==> src/hw/rtl/sab_fifo.sv <==
// Small register queue with full/empty flags.
// Generic payload width; no package dependency.
module sab_fifo #(
    parameter int W     = 8,
    parameter int DEPTH = 4
) (
    input  logic         i_clk,
    input  logic         i_rst_n,
    input  logic         i_push,
    input  logic [W-1:0] i_data,
    output logic         o_full,
    input  logic         i_pop,
    output logic [W-1:0] o_data,
    output logic         o_empty
);
    localparam int AW = (DEPTH > 1) ? $clog2(DEPTH) : 1;
    localparam int CW = $clog2(DEPTH + 1);

    logic [W-1:0]  r_mem [DEPTH];
    logic [AW-1:0] r_wr, r_rd;
    logic [CW-1:0] r_cnt;
    logic          do_push, do_pop;

    assign o_full  = (r_cnt == CW'(DEPTH));
    assign o_empty = (r_cnt == '0);
    assign do_push = i_push && !o_full;
    assign do_pop  = i_pop && !o_empty;
    assign o_data  = r_mem[r_rd];

    always_ff @(posedge i_clk) begin
        if (do_push) begin
            r_mem[r_wr] <= i_data;
        end
    end

    always_ff @(posedge i_clk) begin
        if (!i_rst_n) begin
            r_wr  <= '0;
            r_rd  <= '0;
            r_cnt <= '0;
        end else begin
            if (do_push) begin
                r_wr <= (r_wr == AW'(DEPTH - 1)) ? '0 : r_wr + 1'b1;
            end
            if (do_pop) begin
                r_rd <= (r_rd == AW'(DEPTH - 1)) ? '0 : r_rd + 1'b1;
            end
            case ({do_push, do_pop})
                2'b10:   r_cnt <= r_cnt + 1'b1;
                2'b01:   r_cnt <= r_cnt - 1'b1;
                default: r_cnt <= r_cnt;
            endcase
        end
    end
endmodule

==> config.mk <==
export PLATFORM = sky130hd
export DESIGN_NAME = sab_fifo
export DESIGN_NICKNAME = d
export VERILOG_FILES = /design/src/hw/rtl/sab_fifo.sv
export SDC_FILE = /design/constraint.sdc
export NUM_CORES = 1
export LEC_CHECK = 0
export ABC_AREA = 0
export BUFFER_PORTS_ARGS = -buffer_cell sky130_fd_sc_hd__buf_2
export CAP_MARGIN = 20
export CELL_PAD_IN_SITES_DETAIL_PLACEMENT = 0
export CELL_PAD_IN_SITES_GLOBAL_PLACEMENT = 1
export CORE_UTILIZATION = 42
export CTS_CLUSTER_SIZE = 20
export DETAILED_ROUTE_END_ITERATION = 10
export PLACE_DENSITY_LB_ADDON = 0.15
export SYNTH_ARGS = -nofsm -noshare
export SYNTH_HDL_FRONTEND = slang
export SYNTH_SLANG_ARGS = --single-unit
==> constraint.sdc <==
create_clock -name i_clk -period 2.19 [get_ports i_clk]
set_clock_uncertainty 0.15 [all_clocks]
set_input_delay 0.657 -clock i_clk [delete_from_list [all_inputs] [get_ports i_clk]]
set_output_delay 0.657 -clock i_clk [all_outputs]
set_load 0.05 [all_outputs]
* After elaboration in Yosys (flattened, before gate mapping)
Memories as Yosys holds them, arrays and structs flattened. A register that Yosys moved wholly into a read port is not among the register bits. Index checks and enable logic that the tools add are counted.
Operators by class: equality and inequality tests 5, reductions and logical operators 6, add/subtract/negate cells 4, multiplexer cells 7
Operators by type and width (number):
- $mux W2 | 4
- $eq A2 B2 Y1 const B | 3
- $pmux W3 S2 | 1
- $add A2 B1 Y2 const B | 2
- $add A3 B1 Y3 const B | 1
- $eq A3 B3 Y1 const B | 1
- $logic_not A3 Y1 | 1
- $sub A3 B1 Y3 const B | 1
- $eq A2 B1 Y1 const B | 1
- $logic_and A1 B1 Y1 | 2
- $logic_not A1 Y1 | 2
- $mux W1 | 2
- $reduce_bool A2 Y1 | 1
Word-level totals: flip-flop bits (word level) 7, bits in writable memories 32, memories kept 1, output and inout bits 10, word-level logic and storage cells 26, input port bits 12
Memories:
- r_mem | depth 4, bits a word 8, read ports 1, clocked after Yosys merged registers in 1, write ports 1, line 19 | logic [W-1:0] r_mem [DEPTH];

* Logic depth before layout (Yosys ltp)
Gate-level depths: netlist of the first run.
depth in word-level cells 5, depth in mapped cells 10, mapped depth without buffers 9

* Worst setup path after synthesis of the first run
No wires, ideal clock.
kind register to register, start point register r_cnt[2], end point register r_cnt[2], arrival 2521 ps, period minus slack after synthesis 2746 ps, path buffers 1, path slack -556 ps, library setup time 76 ps, data required time 1964 ps, cell stages (with the launch flop) 11, cells stage by stage dfxtp_1 > nor3b_2 > nor2b_1 > buf_2 > inv_1 > ha_1 > inv_1 > fa_1 > xor2_1 > or3_1 > a21boi_0
On the way: longest elaborated chain between the ends 5, elaborated cells on any way between the ends 12, classes of those cells add/sub: 2; eq/ne: 3; mux: 1; reduce/logical: 6
RTL lines:
- from (decl) | line 21 | logic [CW-1:0] r_cnt;
- from (signal assigned) | line 49 | 2'b10: r_cnt <= r_cnt + 1'b1;
- from (signal assigned) | line 50 | 2'b01: r_cnt <= r_cnt - 1'b1;
- from (signal assigned) | line 51 | default: r_cnt <= r_cnt;
- $eq A3 B3 Y1 * | line 24 | assign o_full = (r_cnt == CW'(DEPTH));
- named net o_full | line 11 | output logic o_full,
- $logic_not A1 Y1 * | line 26 | assign do_push = i_push && !o_full;
- $logic_and A1 B1 Y1 * | line 26
- $eq A2 B1 Y1 or $eq A2 B2 Y1 (tied branches) | line 48 | case ({do_push, do_pop})
- $pmux W3 S2 or $reduce_bool A2 Y1 (tied branches)
Mark *: on every way through the listed nets, which the timed path passes. The rest lies on a longest branch. A chain may end at the register's enable or synchronous reset.

==> reports/results.txt, run 1 <==
endpoints failing setup = 8
diode count = 0
Area growth syn-to-layout = 25.3%
Yosys reg bits = 41
Post-DP Area = 1900 µm²
DRT iter0 DRCs = 37
Hold WS = 0.370 ns
DRT Wirelength = 2470 µm
fin. max-slew vios = 0
post-DR wirelength/cell = 13.7 µm
via count = 865
worst hold-check path type = register to register
number of core rows = 22
# fillers = 301
Lkg Pwr = 0.757 nW
failing checks = negative setup slack
Num CTS Buffers = 5
syn_nets = 117
Multi-input gate area = 480 µm²
Worst-path clk slew = 0.07 ns
Data required, critical path = 1.38 ns
vias per cell = 4.81
largest net degree at the start of global routing = 14
final hold violation count = 0
GRT Total Usage = 0.142
first-pass GRT wire length = 4210 µm
worst-path fanout max = 8
share of cells above drive strength 1 = 0.402
Root Driver = clkbuf_8
die area = 4170 µm²
Mapped Cells = 98
DRT antenna net count = 0
post-route insts no fill = 180
total gr overflow = 0
post-synthesis sequential area ratio = 0.694
Clk Latency, worst-skew pair = 0.29 ns
power per cell area = 1250 nW/µm²
initial core utilization = 0.442
critical path's slowest cell = mux4_2
critical path arrival = 1.46 ns
final RePlAce weighted congestion = 0.685
synthesized cell area = 1640 µm²
final layout net count = 150
Unique masters post-synth = 22
Die W = 64.6 µm
Max Clk Rate = 442 MHz
max-cap violations = 0
CTS max path bufs = 2
initial antenna violation count = 0
core area = 3720 µm²
total number of yosys warnings = 0
Post-Syn Area per Cell = 16.8 µm²
Final WS setup = -0.0740 ns
clk sinks = 41
crit path time final = 2.26 ns
Residual DRC = 0
cell area after layout = 2060 µm²
CP Capture Type = primary output
Max VDD drop = 530 µV
CTS tree = yes
register area = 1150 µm²
RSZ-0062 raised after global routing = true
largest incremental delay on the critical path = 0.52 ns
via count of the first global-routing pass = 899
crit-path cells = buf_12, mux4_2, buf_6
worst slew pin tran = 0.279 ns
Worst setup SP type = register
Top Ports = 22
placed cell count = 172
pre-CTS setup slack = -0.0943 ns
worst rel slew slack = 0.813
Post-CTS Hold Buffers = 0
first-pass iteration count of the detailed router = 4
final period utilization = 1.03
Post CTS Setup Buffer Count = 0
Crit Path Category = register to primary output
H-tree depth = 2
PortBufs = 21
Die H = 64.6 µm
status = finished with violations
worst paths after layout:
path	depth (start not counted)	to	slack (ns)	from
setup reg to reg	9	r_cnt[2]$_SDFFE_PN0P_	0.16	r_cnt[1]$_SDFFE_PN0P_
setup / recovery	3	o_data[4]	-0.07	register
hold reg to reg	2	r_cnt[2]$_SDFFE_PN0P_	0.37	r_cnt[2]$_SDFFE_PN0P_
hold / removal	2	r_cnt[2]$_SDFFE_PN0P_	0.37	r_cnt[2]$_SDFFE_PN0P_
cells in the final DEF, fill, tap and decap left out, drive strengths merged, types with 2 or more instances in the layout:
cell / netlist / layout
clkbuf: 2 / 5
nand3: 2 / 2
ha: 6 / 6
o21ai: 4 / 4
nor2: 2 / 2
mux4: 8 / 8
mux2i: 2 / 2
nand2: 7 / 7
buf: 2 / 30
dfxtp: 9 / 9
edfxtp: 32 / 32
inv: 7 / 7
and2: 6 / 6
state kept, by name (all words and copies together), names as in the netlist, named ones only:
signal	flops
r_mem	32
r_rd	2
r_wr	2
r_cnt	3
what timing repair did:
action                     CTS  global route
resized for setup           17             0
setup endpoints to repair    8             8
cloned                       0             0
layer usage:
layer,share of wire,wire length [µm],GRT usage
met5,0,0,0
met2,0.52,1290,0.253
met4,0.016,40,0.0500
met1,0.42,1030,0.161
met3,0.043,106,0.0423
cell usage after synthesis, drive strengths merged:
| cell type | number | share of area |
|---|---|---|
| clkbuf | 2 | 0.0046 |
| or3 | 1 | 0.0038 |
| xnor2 | 1 | 0.0053 |
| a21boi | 1 | 0.0046 |
| nand2 | 7 | 0.016 |
| dfxtp | 9 | 0.11 |
| xor2 | 1 | 0.0053 |
| ha | 6 | 0.046 |
| nor2b | 1 | 0.0038 |
| fa | 1 | 0.012 |
| nor2 | 2 | 0.0046 |
| inv | 7 | 0.016 |
| mux2i | 2 | 0.012 |
| nor3 | 1 | 0.0030 |
| edfxtp | 32 | 0.58 |
| o21ai | 4 | 0.012 |
| mux4 | 8 | 0.11 |
| nor3b | 1 | 0.0076 |
| o31ai | 1 | 0.0046 |
| nand3 | 2 | 0.0061 |
| and2 | 6 | 0.023 |
| buf | 2 | 0.0061 |
power breakdown:
part | internal, mW | leakage, nW | total [mW] | switching [mW]
Clock | 0.335 | 0.0518 | 0.583 | 0.248
Combinational | 0.416 | 0.336 | 0.967 | 0.551
Sequential | 0.958 | 0.369 | 1.02 | 0.0662
Total | 1.71 | 0.757 | 2.57 | 0.865
final cells by class:
cell class | instances | area share
Timing Repair Buffer | 30 | 0.114
Inverter | 7 | 0.0128
Tap cell | 48 | 0.0292
Sequential cell | 41 | 0.557
Clock buffer | 5 | 0.0334
Clock inverter | 3 | 0.0200
Multi-Input combinational cell | 46 | 0.233
worst max-delay path, delay by kind of cell, from the launching register on:
family | cells | cell delay, ns
flops | 1 | 0.34
buf+inv | 2 | 0.30
mux | 1 | 0.52
per-stage QoR:
stage / utilization / total power, mW / TNS (ns)
detailed placement: 0.511 / 1.93 / -0.0943
finish: 0.554 / 2.57 / -0.520
CTS: 0.554 / 2.60 / -0.657
floorplan: - / 1.69 / -0.449
global placement: 0.511 / 1.90 / -0.0281
global route: 0.554 / 2.71 / -0.867
logic make-up (layout without fill, tap and decap cells):
logic type	after synthesis	in the layout	share of synthesized area
flip-flops	41	41	0.694
multiplexers	10	10	0.122
adder cells (fa/ha/maj)	7	7	0.0578
buffers and inverters	11	45	0.0266
AO/OA/AOI/OAI	6	6	0.0213
XOR/XNOR	2	2	0.0107
AND/OR/NAND/NOR	21	21	0.0677
(Power assumes the default switching activity.)
==> run 2: changes to the inputs <==
--- a/config.mk
+++ b/config.mk
@@ -10,7 +10,7 @@
 export CAP_MARGIN = 20
 export CELL_PAD_IN_SITES_DETAIL_PLACEMENT = 0
 export CELL_PAD_IN_SITES_GLOBAL_PLACEMENT = 1
-export CORE_UTILIZATION = 42
+export CORE_UTILIZATION = 47
 export CTS_CLUSTER_SIZE = 20
 export DETAILED_ROUTE_END_ITERATION = 10
 export PLACE_DENSITY_LB_ADDON = 0.15
==> constraint.sdc (replaced) <==
create_clock -name i_clk -period 2.3 [get_ports i_clk]
set_clock_uncertainty 0.15 [all_clocks]
set_input_delay 0.69 -clock i_clk [delete_from_list [all_inputs] [get_ports i_clk]]
set_output_delay 0.69 -clock i_clk [all_outputs]
set_load 0.05 [all_outputs]
==> run 2 against run 1 <==
  * Critical path depth did not move
  * The flow still finishes with violations (negative setup slack)
  * Sequential cell count did not move
  * Worst hold slack better by 0.0038 ns
  * Sequential share of layout area grew 2.9 points
  * Highest routed layer unchanged
  * Die area decreased by 10%
  * Count of clock-buffer cells in the layout is 1 higher
  * Power shrank 14%
  * Clock power down 43%
==> reports/results.txt, run 2 (same netlist as run 1, synthesis figures left out) <==
status = finished with violations
failing checks = negative setup slack
Max VDD drop = 504 µV (-4.9%)
clk sinks = 41 (unchanged)
CTS max path bufs = 2 (unchanged)
die area = 3740 µm² (-10%)
Total Power = 2.21 mW (-14%)
final period utilization = 1.03
Die H = 61.1 µm (-5.3%)
fin util = 0.586 (+0.0322)
DRT iter0 DRCs = 30 (-19%)
Crit Path Category = register to primary output
crit-path cells = buf_12, mux4_2, buf_8
Worst setup SP type = register
GRT Total Usage = 0.155 (+0.0124)
Root Driver = clkbuf_4
CTS tree = yes
worst-path fanout max = 8 (unchanged)
H-tree depth = 2 (unchanged)
Top Ports = 22 (unchanged)
Num CTS Buffers = 5 (unchanged)
max-cap violations = 0 (unchanged)
Post CTS Setup Buffer Count = 0 (unchanged)
via count = 864 (-0.12%)
worst slew pin tran = 0.428 ns (+0.149 ns)
number of flip-flops in the largest register = 32 (unchanged)
Clk Latency, worst-skew pair = 0.34 ns (+0.05 ns)
Lkg Pwr = 0.707 nW (-6.7%)
share of cells above drive strength 1 = 0.373 (-0.0285)
final RePlAce weighted congestion = 0.632 (-7.8%)
initial core utilization = 0.493 (+0.0503)
RSZ-0062 raised after global routing = true
critical path arrival = 1.53 ns (+0.07 ns)
worst hold-check path type = register to register
first-pass GRT wire length = 3840 µm (-8.9%)
largest net degree at the start of global routing = 13 (-1)
endpoints failing setup = 8 (unchanged)
final hold violation count = 0 (unchanged)
initial antenna violation count = 0 (unchanged)
Post-CTS Hold Buffers = 0 (unchanged)
Final WS setup = -0.0749 ns (-0.000906 ns)
final layout net count = 144 (-4.0%)
power per cell area = 1130 nW/µm² (-9.6%)
crit path time final = 2.37 ns
core area = 3340 µm² (-10%)
Top reg by flops = r_mem
critical path's slowest cell = mux4_2
Hold WS = 0.373 ns (+0.00378 ns)
fin. max-slew vios = 0 (unchanged)
Data required, critical path = 1.46 ns (+0.08 ns)
Residual DRC = 0 (unchanged)
largest registers = r_mem x32, r_cnt x3
Area growth syn-to-layout = 19.0%
PortBufs = 21 (unchanged)
vias per cell = 5.02 (+4.5%)
via count of the first global-routing pass = 818 (-9.0%)
number of core rows = 21 (-4.5%)
leading cell types in the layout, fill and taps excluded = 32 x edfxtp_1, 13 x buf_2, 8 x mux4_2
Die W = 61.1 µm (-5.3%)
most common library cell in the layout ignoring fill and taps = edfxtp_1
first-pass iteration count of the detailed router = 4 (unchanged)
CP Capture Type = primary output
DRT Wirelength = 2420 µm (-2.1%)
pre-CTS setup slack = -0.0279 ns (+0.0664 ns)
Worst-path clk slew = 0.12 ns (+0.05 ns)
Post-DP HPWL = 1680 µm
Max Clk Rate = 421 MHz
diode count = 0 (unchanged)
worst rel slew slack = 0.715 (-0.0981)
largest incremental delay on the critical path = 0.53 ns (about the same)
total gr overflow = 0 (unchanged)
DRT antenna net count = 0 (unchanged)
post-DR wirelength/cell = 14.0 µm (+2.4%)
-- run 2: cell types whose count changed in the layout (fill, tap and decap cells not counted) --
cell,delta
clkinv_1,-1
buf_6,-1
clkinvlp_4,-1
bufinv_16,-1
clkbuf_8,-5
clkinv_2,+2
buf_4,-6
buf_8,+1
clkbuf_1,+1
clkbuf_4,+5
-- run 2: stage by stage --
stage | setup TNS (ns) | cells | instance area, µm²
after detailed placement | -0.0279 | 164 | 1840
after global routing | -0.920 | 172 | 1960
after floorplan | -0.163 | 98 | 1670
after global placement | 0 | 164 | 1840
final | -0.410 | 172 | 1960
after CTS | -0.678 | 172 | 1950
-- run 2: worst paths after layout --
check | start | depth (start not counted) | slack (ns) | to
hold / removal | r_wr[1]$_SDFFE_PN0P_ | 2 | 0.37 | r_wr[1]$_SDFFE_PN0P_
hold reg to reg | r_wr[1]$_SDFFE_PN0P_ | 2 | 0.37 | r_wr[1]$_SDFFE_PN0P_
setup / recovery | register | 3 | -0.07 | o_data[3]
setup reg to reg | r_cnt[1]$_SDFFE_PN0P_ | 8 | 0.26 | r_cnt[2]$_SDFFE_PN0P_
-- run 2: cell type report --
type	count	area, µm²
Multi-Input combinational cell	46	480
Timing Repair Buffer	24	194
Tap cell	46	57.6
Inverter	7	26.3
Clock buffer	6	41.3
Sequential cell	41	1150
Fill cell	287	1380
Clock inverter	2	10.0
-- run 2: routing by layer --
layer | track usage | vias to the layer above | wire (µm) | part of all wire
met2 | 0.252 | 23 | 1180 | 0.49
met5 | 0 | - | 0 | 0
met3 | 0.0504 | 6 | 111 | 0.046
met4 | 0.0812 | 0 | 42 | 0.017
li1 | - | 416 | - | -
met1 | 0.183 | 419 | 1080 | 0.45
-- run 2: critical path: cells and delay by family (launching register included) --
family                 cells  cell delay (ns)
buffers and inverters      2             0.30
DFF                        1             0.36
muxes                      1             0.53
-- run 2: report_power, final --
part,total (mW),switching [mW],internal (mW)
logic,0.896,0.511,0.384
registers,0.981,0.0696,0.912
clock network,0.333,0.216,0.117
total,2.21,0.797,1.41
-- run 2: repair_timing --
action                     CTS  global route
setup endpoints to repair    8             8
gates resized for setup     20             1
pin swaps                    0             0
==> run 3: changes to the inputs <==
--- a/config.mk
+++ b/config.mk
@@ -10,6 +10,7 @@
 export CAP_MARGIN = 20
 export CELL_PAD_IN_SITES_DETAIL_PLACEMENT = 0
 export CELL_PAD_IN_SITES_GLOBAL_PLACEMENT = 1
+export CORE_MARGIN = 2
 export CORE_UTILIZATION = 47
 export CTS_CLUSTER_SIZE = 20
 export DETAILED_ROUTE_END_ITERATION = 10
==> constraint.sdc (replaced) <==
create_clock -name i_clk -period 2.3 [get_ports i_clk]
set_clock_uncertainty 0.15 [all_clocks]
set_input_delay 0.115 -clock i_clk [delete_from_list [all_inputs] [get_ports i_clk]]
set_output_delay 0.115 -clock i_clk [all_outputs]
set_load 0.05 [all_outputs]
==> run 3 against run 2 <==
  * The flow now finishes without violations
  * Utilization grew 0.34 points
  * Final area is 0.58% higher
  * Combinational power down 12%
  * Sequential cell count stayed put
  * Sequential power is 0.7% lower
  * Count of clock-buffer cells in the layout unchanged
  * Highest routed layer unchanged
==> reports/results.txt, run 3 (same netlist as run 1, synthesis figures left out) <==
Setup TNS Final = 0 ns (+0.410 ns)
initial core utilization = 0.493 (unchanged)
GRT Total Usage = 0.144 (-0.0101)
core area = 3340 µm² (unchanged)
H-tree depth = 2 (unchanged)
Die H = 63.1 µm (+3.3%)
Root Driver = clkbuf_4
via count of the first global-routing pass = 887 (+8.4%)
endpoints failing setup = 0 (-8)
Worst-path clk slew = 0.11 ns (about the same)
first-pass iteration count of the detailed router = 4 (unchanged)
clk sinks = 41 (unchanged)
Clock Power Share = 0.152 (about the same)
Clk Latency, worst-skew pair = 0.33 ns (about the same)
critical path arrival = 2.17 ns (+0.64 ns)
Crit Path Category = register to register
Residual DRC = 0 (unchanged)
Top Ports = 22 (unchanged)
Max Clk Rate = 486 MHz (+15%)
Top reg by flops = r_mem
DRT iter0 DRCs = 29 (-3.3%)
via count = 875 (+1.3%)
largest net degree at the start of global routing = 12 (-1)
Final WS setup = 0.242 ns (+0.317 ns)
Worst setup SP type = register
most common library cell in the layout ignoring fill and taps = edfxtp_1
max-cap violations = 0 (unchanged)
sequential share of power = 0.468 (+0.024)
number of core rows = 21 (unchanged)
post-DR wirelength/cell = 13.8 µm (-1.8%)
first-pass GRT wire length = 4120 µm (+7.4%)
DRT Wirelength = 2470 µm (+2.2%)
fin. max-slew vios = 0 (unchanged)
leading cell types in the layout, fill and taps excluded = 32 x edfxtp_1, 21 x buf_2, 9 x dlygate4sd3_1
total gr overflow = 0 (unchanged)
CTS max path bufs = 2 (unchanged)
worst-path fanout max = 7 (-1)
diode count = 0 (unchanged)
WHS Path Cells = 3 (+1)
internal power = 1.31 mW (-7.1%)
Lkg Pwr = 0.712 nW (+0.82%)
Max VDD drop = 517 µV (+2.6%)
worst rel slew slack = 0.700 (-0.0149)
Sw Share = 0.370 (+0.00891)
Die W = 63.1 µm (+3.3%)
# fillers = 270 (-5.9%)
Comb power frac = 0.380 (-0.025)
cell area after layout = 1970 µm² (+0.58%)
CTS tree = yes
final layout net count = 152 (+5.6%)
crit path time final = 2.06 ns (-0.317 ns)
RSZ-0062 raised after global routing = false
power per cell area = 1060 nW/µm² (-6.4%)
worst slew pin tran = 0.450 ns (+0.0223 ns)
status = complete, no violations
Data required, critical path = 2.42 ns (+0.96 ns)
FF-to-FF setup slack = 0.24 ns (-0.02 ns)
initial antenna violation count = 0 (unchanged)
largest registers = r_mem x32, r_cnt x3
number of flip-flops in the largest register = 32 (unchanged)
P_sw = 0.769 mW (-3.5%)
vias per cell = 4.89 (-2.7%)
Post-DP HPWL = 1650 µm (-2.0%)
Total Power = 2.08 mW (-5.8%)
die area = 3990 µm² (+6.6%)
PortBufs = 21 (unchanged)
final hold violation count = 0 (unchanged)
Area growth syn-to-layout = 19.7%
Reg2Reg Depth = 9 (+1)
share of cells above drive strength 1 = 0.331 (-0.0422)
Post-DP Area = 1830 µm² (-0.41%)
final period utilization = 0.895 (-0.138)
final RePlAce weighted congestion = 0.722 (+14%)
CP Capture Type = register
pre-CTS setup slack = 0.184 ns (+0.212 ns)
worst hold-check path type = input pin to register
DRT antenna net count = 0 (unchanged)
Num CTS Buffers = 5 (unchanged)
Post CTS Setup Buffer Count = 0 (unchanged)
## run 3: cell types whose count changed in the layout (fill, tap and decap cells not counted), moves of 2 or more
| cell | change |
|---|---|
| buf_2 | +8 |
| clkinv_2 | -2 |
| dlygate4sd3_1 | +9 |
| buf_6 | -7 |
## run 3: layout make-up
class	count	area [µm²]	share of cell area
clock buffers	6	41.3	0.0210
clock inverters	1	3.75	0.00191
inverters	7	26.3	0.0134
multi-input cells	46	483	0.245
flip-flops and latches	41	1150	0.582
well taps	46	57.6	0.0292
repair buffers	32	210	0.107
## run 3: metrics by stage
| stage | hold WS (ns) | cells | utilization |
|---|---|---|---|
| floorplan | 0.0639 | 98 | - |
| global placement | 0.176 | 163 | 0.549 |
| detailed placement | 0.185 | 163 | 0.549 |
| CTS | 0.0843 | 179 | 0.589 |
| global route | 0.0807 | 179 | 0.590 |
| finish | 0.0871 | 179 | 0.590 |
## run 3: worst paths after layout
| check | start | to |
|---|---|---|
| max | r_cnt[2]$_SDFFE_PN0P_ | r_cnt[2]$_SDFFE_PN0P_ |
| max reg2reg | r_cnt[2]$_SDFFE_PN0P_ | r_cnt[2]$_SDFFE_PN0P_ |
| min | i_push | r_wr[0]$_SDFFE_PN0P_ |
| min reg2reg | r_wr[1]$_SDFFE_PN0P_ | r_wr[1]$_SDFFE_PN0P_ |
## run 3: power groups by stage
stage               combinational, mW  clock, mW  sequential, mW
finish                          0.791      0.317           0.974
detailed placement              0.791          0           0.992
floorplan                       0.640          0           0.968
CTS                             0.805      0.329           0.975
global route                    0.857      0.359           0.988
global placement                0.782          0           0.986
## run 3: what timing repair did
action,CTS,global route
hold endpoints to repair,39,0
hold buffers,9,0
gates resized for setup,0,1
setup endpoints to repair,0,1
## run 3: worst max-delay path, stage by stage, from the launching register on
cell	delay [ns]
dfxtp_2	0.38
nor3b_4	0.20
nor2b_2	0.11
inv_2	0.07
ha_4	0.13
inv_2	0.04
fa_2	0.34
xor2_1	0.15
or3_1	0.30
a21boi_1	0.12
## run 3: metal layers
metal	GRT usage	vias up	wire length (µm)
li1	-	429	-
met1	0.166	423	1070
met2	0.243	21	1270
met3	0.0536	2	125
met4	0.0583	0	8
met5	0	-	0
